--- src/rtl/job_generation_barrier_core_macros.svh ---
// Assertion macros for the barrier RTL.
// Depends on a clock named i_clk and an active-low reset named i_rst_n in scope.
`ifndef JOB_GENERATION_BARRIER_CORE_MACROS_SVH
`define JOB_GENERATION_BARRIER_CORE_MACROS_SVH

// same-cycle implication
`define JGB_ASSERT(lbl, ante, cons, msg) \
    lbl: assert property (@(posedge i_clk) disable iff (!i_rst_n) (ante) |-> (cons)) \
        else $error(msg);

// next-cycle implication
`define JGB_ASSERT_NEXT(lbl, ante, cons, msg) \
    lbl: assert property (@(posedge i_clk) disable iff (!i_rst_n) (ante) |=> (cons)) \
        else $error(msg);

`endif

--- src/rtl/jgb_pkg.sv ---
// Package for the job generation barrier: payload structs, command/status codes
// and default sizes. No dependencies.
`timescale 1ns / 1ps

package jgb_pkg;

    localparam int MAX_JOBS_DEF    = 16;
    localparam int ROUND_WIDTH_DEF = 32;
    localparam int JOB_ID_W        = 4;
    localparam int ROUND_OUT_W     = 32;
    localparam int PEND_OUT_W      = 5;

    typedef enum logic [1:0] {
        CMD_QUERY  = 2'd0,
        CMD_POST   = 2'd1,
        CMD_ADD    = 2'd2,
        CMD_REMOVE = 2'd3
    } t_cmd;

    typedef enum logic [1:0] {
        ST_OK      = 2'd0,
        ST_UNKNOWN = 2'd1,
        ST_DUP     = 2'd2
    } t_status;

    typedef struct packed {
        t_cmd                cmd;
        logic [JOB_ID_W-1:0] job_id;
    } t_req;

    typedef struct packed {
        logic                   inhibited;
        logic                   released;
        logic [ROUND_OUT_W-1:0] round_number;
        logic [PEND_OUT_W-1:0]  pending_count;
        t_status                status;
    } t_rsp;

    // registered command transaction handed to the state stage
    typedef struct packed {
        logic valid;
        t_req req;
    } t_cmd_xact;

endpackage

--- src/rtl/jgb_cmd_reg.sv ---
// Input register stage: captures one command transaction per accepted start.
// Depends on jgb_pkg.
`timescale 1ns / 1ps

module jgb_cmd_reg (
    input  logic              i_clk,
    input  logic              i_rst_n,
    input  logic              i_accept,
    input  jgb_pkg::t_req     i_req,
    output jgb_pkg::t_cmd_xact o_xact
);

    logic          r_valid;
    jgb_pkg::t_req r_req;

    always_ff @(posedge i_clk) begin
        if (!i_rst_n) begin
            r_valid <= 1'b0;
        end else begin
            r_valid <= i_accept;
        end
    end

    always_ff @(posedge i_clk) begin
        if (i_accept) begin
            r_req <= i_req;
        end
    end

    assign o_xact.valid = r_valid;
    assign o_xact.req   = r_req;

endmodule

--- src/rtl/jgb_barrier_state.sv ---
// Barrier state (membership, arrival marks, round, pending and member counts)
// and the single-pass update for one command. Depends on jgb_pkg.
`timescale 1ns / 1ps

module jgb_barrier_state #(
    parameter int MAX_JOBS    = jgb_pkg::MAX_JOBS_DEF,
    parameter int ROUND_WIDTH = jgb_pkg::ROUND_WIDTH_DEF
) (
    input  logic               i_clk,
    input  logic               i_rst_n,
    input  jgb_pkg::t_cmd_xact i_xact,
    output jgb_pkg::t_rsp      o_rsp
);

    localparam int IDX_W = $clog2(MAX_JOBS);
    localparam int CNT_W = $clog2(MAX_JOBS + 1);

    logic [MAX_JOBS-1:0]    r_member, n_member;
    logic [MAX_JOBS-1:0]    r_arrived, n_arrived;
    logic [ROUND_WIDTH-1:0] r_round, n_round;
    logic [CNT_W-1:0]       r_pending, n_pending;
    logic [CNT_W-1:0]       r_count, n_count;

    logic [IDX_W-1:0]       w_idx;
    logic                   w_in_range;
    logic                   w_is_member;
    logic                   w_arrived;
    logic [CNT_W-1:0]       w_pend_dec;
    logic                   w_released;
    jgb_pkg::t_status       w_status;
    logic [63:0]            w_round_ext;

    assign w_idx       = IDX_W'(i_xact.req.job_id);
    assign w_in_range  = 32'(i_xact.req.job_id) < 32'(MAX_JOBS);
    assign w_is_member = w_in_range && r_member[w_idx];
    assign w_arrived   = w_in_range && r_arrived[w_idx];
    // saturating decrement; zero is not reachable in practice
    assign w_pend_dec  = (r_pending != '0) ? r_pending - CNT_W'(1) : r_pending;

    always_comb begin
        n_member   = r_member;
        n_arrived  = r_arrived;
        n_round    = r_round;
        n_pending  = r_pending;
        n_count    = r_count;
        w_status   = jgb_pkg::ST_OK;
        w_released = 1'b0;
        if (i_xact.req.cmd == jgb_pkg::CMD_ADD) begin
            if (!w_in_range) begin
                w_status = jgb_pkg::ST_UNKNOWN;
            end else if (w_is_member) begin
                w_status = jgb_pkg::ST_DUP;
            end else begin
                n_member[w_idx]  = 1'b1;
                n_arrived[w_idx] = 1'b0;
                n_count          = r_count + CNT_W'(1);
                n_pending        = r_pending + CNT_W'(1);
            end
        end else if (!w_is_member) begin
            w_status = jgb_pkg::ST_UNKNOWN;
        end else begin
            case (i_xact.req.cmd)
                jgb_pkg::CMD_POST: begin
                    if (!w_arrived) begin
                        if (w_pend_dec == '0) begin
                            // last arrival: next round, everyone pending again
                            n_arrived  = '0;
                            n_pending  = r_count;
                            n_round    = r_round + ROUND_WIDTH'(1);
                            w_released = 1'b1;
                        end else begin
                            n_arrived[w_idx] = 1'b1;
                            n_pending        = w_pend_dec;
                        end
                    end
                end
                jgb_pkg::CMD_REMOVE: begin
                    if (!w_arrived) begin
                        n_pending = w_pend_dec;
                    end
                    n_member[w_idx]  = 1'b0;
                    n_arrived[w_idx] = 1'b0;
                    n_count = (r_count != '0) ? r_count - CNT_W'(1) : r_count;
                end
                default: begin
                    // query leaves state alone
                end
            endcase
        end
    end

    always_ff @(posedge i_clk) begin
        if (!i_rst_n) begin
            r_member  <= '0;
            r_arrived <= '0;
            r_round   <= '0;
            r_pending <= '0;
            r_count   <= '0;
        end else if (i_xact.valid) begin
            r_member  <= n_member;
            r_arrived <= n_arrived;
            r_round   <= n_round;
            r_pending <= n_pending;
            r_count   <= n_count;
        end
    end

    assign w_round_ext = 64'(n_round);

    assign o_rsp.inhibited     = w_in_range && n_member[w_idx] && n_arrived[w_idx];
    assign o_rsp.released      = w_released;
    assign o_rsp.round_number  = w_round_ext[jgb_pkg::ROUND_OUT_W-1:0];
    assign o_rsp.pending_count = jgb_pkg::PEND_OUT_W'(n_pending);
    assign o_rsp.status        = w_status;

endmodule

--- src/rtl/job_generation_barrier_core.sv ---
// Top level of the job generation barrier: input register, state update and
// result register. Depends on jgb_pkg, jgb_cmd_reg, jgb_barrier_state and the macros header.
`timescale 1ns / 1ps
//
// Usage:
//   Command channel: drive i_req (cmd, job_id) and pulse start. A command is
//   taken on any clock edge where start is high and busy is low; busy stays
//   low, so a command can be issued every cycle.
//   Result channel: o_result_valid is high for exactly one cycle with o_rsp
//   (inhibited, released, round_number, pending_count, status). The result
//   cannot be held off; the receiver must take it in that cycle.
//   Result path: a command passes through the input register, then the state
//   update into the result register, which drives the strobe and o_rsp.
//   Throughput: one command per cycle; the state update for a command completes
//   in the cycle it leaves the input register, so the next command sees it.
//   Reset (synchronous, i_rst_n low): no members, no arrival marks, round zero,
//   pending zero; in-flight commands are dropped and no strobe is issued.
//
`include "job_generation_barrier_core_macros.svh"

module job_generation_barrier_core #(
    parameter int MAX_JOBS    = jgb_pkg::MAX_JOBS_DEF,
    parameter int ROUND_WIDTH = jgb_pkg::ROUND_WIDTH_DEF
) (
    input  logic          i_clk,
    input  logic          i_rst_n,
    input  logic          start,
    output logic          busy,
    input  jgb_pkg::t_req i_req,
    output logic          o_result_valid,
    output jgb_pkg::t_rsp o_rsp
);

    jgb_pkg::t_cmd_xact w_xact;
    jgb_pkg::t_rsp      w_rsp;
    logic               w_accept;
    logic               r_rsp_valid;
    jgb_pkg::t_rsp      r_rsp;
    logic               w_rsp_unknown;

    assign busy     = 1'b0;
    assign w_accept = start && !busy;

    jgb_cmd_reg u_cmd_reg (
        .i_clk   (i_clk),
        .i_rst_n (i_rst_n),
        .i_accept(w_accept),
        .i_req   (i_req),
        .o_xact  (w_xact)
    );

    jgb_barrier_state #(
        .MAX_JOBS   (MAX_JOBS),
        .ROUND_WIDTH(ROUND_WIDTH)
    ) u_state (
        .i_clk   (i_clk),
        .i_rst_n (i_rst_n),
        .i_xact  (w_xact),
        .o_rsp   (w_rsp)
    );

    always_ff @(posedge i_clk) begin
        if (!i_rst_n) begin
            r_rsp_valid <= 1'b0;
        end else begin
            r_rsp_valid <= w_xact.valid;
        end
    end

    always_ff @(posedge i_clk) begin
        if (w_xact.valid) begin
            r_rsp <= w_rsp;
        end
    end

    assign o_result_valid = r_rsp_valid;
    assign o_rsp          = r_rsp;

    assign w_rsp_unknown = o_result_valid && (o_rsp.status == jgb_pkg::ST_UNKNOWN);

    `JGB_ASSERT_NEXT(a_one_result, w_xact.valid, o_result_valid, "command produced no result")
    `JGB_ASSERT(a_rel_clr, o_result_valid && o_rsp.released, !o_rsp.inhibited, "mark left set")
    `JGB_ASSERT(a_unk_idle, w_rsp_unknown, !o_rsp.inhibited && !o_rsp.released, "unknown job acted")
    `JGB_ASSERT(a_pend_max, o_result_valid, 32'(o_rsp.pending_count) <= MAX_JOBS, "pend > max")

endmodule
--- config.mk ---
export PLATFORM = sky130hd
export DESIGN_NAME = job_generation_barrier_core
export DESIGN_NICKNAME = d
export VERILOG_FILES = /design/src/rtl/jgb_pkg.sv /design/src/rtl/jgb_cmd_reg.sv /design/src/rtl/jgb_barrier_state.sv /design/src/rtl/job_generation_barrier_core.sv
export VERILOG_INCLUDE_DIRS = /design/src /design/src/rtl
export SDC_FILE = /design/constraint.sdc
export NUM_CORES = 1
export LEC_CHECK = 0
export BUFFER_PORTS_ARGS = -buffer_cell sky130_fd_sc_hd__buf_2
export CORE_MARGIN = 3
export CORE_UTILIZATION = 25
export DETAILED_ROUTE_END_ITERATION = 6
export HOLD_SLACK_MARGIN = 0.12
export PLACE_DENSITY = 0.47
export REMOVE_ABC_BUFFERS = 1
export SYNTH_ARGS = -nofsm -noshare
export SYNTH_HDL_FRONTEND = slang
export SYNTH_SLANG_ARGS = --single-unit
--- constraint.sdc ---
create_clock -name i_clk -period 3.7 [get_ports i_clk]
set_input_delay 0.555 -clock i_clk [delete_from_list [all_inputs] [get_ports i_clk]]
set_output_delay 0.555 -clock i_clk [all_outputs]
set_load 0.1 [all_outputs]
==> qor.yml <==
outcome:
  status: "finished clean"
critical_path:
  cp_data_arrival_time_ns: 3.66
  cp-start-kind: "flop"
  path_class: "reg2reg"
  critical_path_required_ns: 3.91
  critPathMaxFanout: 20
  startpoint: "u_cmd_reg.o_xact[1]$_DFFE_PP_"
  critPathCaptureType: "flop"
  regToRegStartpoint: "u_cmd_reg.o_xact[1]$_DFFE_PP_"
synth:
  syn_avg_cell_area_um2: 8.93
  yosys_warnings: 0
  ys_seq_area_share_pct: 42.6
  synth_edf_count: 47
  synth_top_family_by_area: "simple AND/OR/NAND/NOR gates"
  ys_ff_latch: 123
  syn-instance-count: 771
  syn_area_um2: 6890
  synth-xor-area-share_pct: 8.27
  muxShareOfSynthArea_pct: 4.69
  synth_fa_ha_area_share_pct: 1.38
  ys_types: 74
  yosys.area_share.simple_pct: 21.4
  async_flop_share_pct: 0
  synth_compound_area_share_pct: 17.4
  synth_ff_type: "dfxtp_1"
sta:
  hold_violations: 0
  period_minus_slack_ns: 3.45
  worstMarginPinSlew_ns: 0.748
  setup_tns_ns: 0
  finalCritPeriodShare_pct: 93.3
  rsz0062_at_grt: "false"
  final-setup-viol-count: 0
  timing.slew.headroom_pct: 50.1
  finalClockSkew_ns: 0.00922
  whs_ns: 0.304
  report.final.slew_viol_count: 0
  timing.fmax_mhz: 290
power_and_ir_drop:
  power_density_nw_per_um2: 437
  p_leak_uw: 0.00303
  ir_drop_uv: 203
  total_power_uw: 3640
min_path:
  min_from: "i_req[0]"
  hold_class: "in2reg"
die:
  start_util_pct: 25.5
  io_pins: 52
  row_count: 60
  dieWidth_um: 172
  coreArea_um2: 27000
  dieArea_um2: 29600
  die_h_um: 172
finish:
  num_antenna_cells: 0
  fillers: 2894
  nNetsFinal: 853
  syn_to_final_growth_pct: 21.1
  fin_cells: 1191
  fin_util_pct: 30.9
  drive_above_1_share_pct: 19.8
grt:
  grt_pass1_vias: 6018
  grt_use_total_pct: 14.5
  overflow: 0
  antenna_found_initial: 0
  grt_max_degree: 62
  grt_pass1_wl_um: 33900
cts:
  numCtsBuffers: 17
  cts_sinks: 123
  cts_tree: "built"
  path_clk_slew_ns: 0.07
  ctsLongestPathBuffers: 2
  cts.htree.levels: 4
  cts_hold_buf: 0
  clock_latency_ns: 0.42
  root_buffer: "clkbuf_16"
flow_run:
  cap_violations: 0
placed_design:
  place_congestion: 0.940
  io_buffers: 50
  post-dp-hpwl_um: 14700
  dpl.cell_count: 1158
detailed_routing:
  totalWireLength_um: 20900
  wl_per_cell_um: 17.6
  drcViolationCount: 0
  num_vias: 6101
  via_per_inst: 5.12
  drtIter0Drc: 566
  first_pass_iters: 5
  postRouteAntennaNets: 0
[layer usage]
layer	vias up	part of all wire, %	track usage [%]
li1	2942	-	-
met1	2878	46	19.7
met2	238	44	22.6
met3	43	7.4	3.61
met4	0	2.4	4.86
met5	-	0	1.00
[path summary, 6_finish.rpt]
kind                                             to  slack (ns)  cells after the start
hold / removal        u_cmd_reg.o_xact[0]$_DFFE_PP_        0.30                      1
setup / recovery                o_rsp[40]$_DFFE_PP_        0.25                     10
setup reg to reg                o_rsp[40]$_DFFE_PP_        0.25                     10
hold reg to reg   u_state.r_arrived[8]$_SDFFE_PN0P_        0.50                      2
[flip-flops by register name, summed over array words and instances (netlist names)]
register,flops
u_state.r_member,16
u_state.r_round,32
o_rsp,41
u_state.r_arrived,16
o_result_valid,1
u_state.r_count,5
u_cmd_reg.r_valid,1
u_cmd_reg.o_xact,6
u_state.r_pending,5
[power breakdown]
part / internal (uW) / switching [uW]
sequential: 1430 / 21.8
combinational: 139 / 381
clock: 951 / 716
[cell usage after synthesis (all sizes together), types with 6 or more instances]
| master | count | area [um2] |
|---|---|---|
| nand4 | 14 | 87.6 |
| nand3 | 41 | 205 |
| edfxtp | 47 | 1410 |
| buf | 12 | 75.1 |
| mux4 | 7 | 158 |
| xor2 | 33 | 289 |
| nor4 | 10 | 83.8 |
| nor2 | 100 | 383 |
| a21oi | 40 | 200 |
| o21ai | 50 | 250 |
| nand2 | 70 | 265 |
| or3 | 6 | 37.5 |
| and3 | 9 | 56.3 |
| a22oi | 6 | 45.0 |
| a211oi | 6 | 45.0 |
| clkbuf | 40 | 150 |
| xnor2 | 32 | 280 |
| dfxtp | 76 | 1520 |
| nor3 | 18 | 111 |
| inv | 15 | 56.3 |
| mux2i | 12 | 120 |
| ha | 6 | 75.1 |
| a31oi | 17 | 106 |
| nand2b | 7 | 43.8 |
[placed cells by master (no fill, tap or decap), types with 7 or more instances in the layout]
cell type	count
a21oi_1	40
a31oi_1	17
and3_1	9
buf_2	50
buf_4	47
clkbuf_16	17
dfxtp_1	75
edfxtp_1	47
inv_1	13
mux2i_1	12
mux4_2	7
nand2_1	69
nand2b_1	7
nand3_1	40
nand4_1	14
nor2_1	98
nor3_1	15
nor4_1	8
o21ai_0	50
xnor2_1	32
xor2_1	33
[per-stage QoR]
step / setup WS (ns) / instance area [um2]
2_1_floorplan: -0.573 / 6660
3_3_place_gp: 0.188 / 7730
3_5_place_dp: 0.157 / 7730
4_1_cts: 0.111 / 8310
5_1_grt: 0.0160 / 8340
6_report: 0.247 / 8340
[cells by family (layout without fill, tap and decap cells)]
kind of cell | after synthesis | count (layout)
other | 1 | 1
AND/OR/NAND/NOR | 302 | 302
buffers and inverters | 69 | 148
AO/OA/AOI/OAI | 181 | 181
flip-flops | 123 | 123
XOR/XNOR | 65 | 65
adder cells (fa/ha/maj) | 7 | 7
multiplexers | 23 | 23
[critical path: stages, from the launching register on]
cell and delay [ns]:
edfxtp_1 0.37, buf_12 0.19, mux4_2 0.52, mux2_2 0.33, a32oi_4 0.22, buf_4 0.20, nand3_1 0.08, a32oi_1 0.20
o2111ai_1 0.19, or4_1 0.59, nor3_1 0.34
[final cells by class]
cell class | instances | area (um2) | share of cell area (%)
timing repair buffer | 99 | 643 | 7.71
sequential | 123 | 2940 | 35.2
multi-input combinational | 579 | 3690 | 44.2
clock inverter | 15 | 156 | 1.88
tap | 341 | 427 | 5.12
clock buffer | 17 | 425 | 5.10
inverter | 17 | 63.8 | 0.765
[what timing repair did]
| item | CTS | global route |
|---|---|---|
| gates resized for setup | 0 | 6 |
| endpoints found under the setup margin | 0 | 24 |
| setup buffers | 0 | 1 |
| hold endpoints to repair | 0 | 0 |
Power figures use the tool's default switching activity.
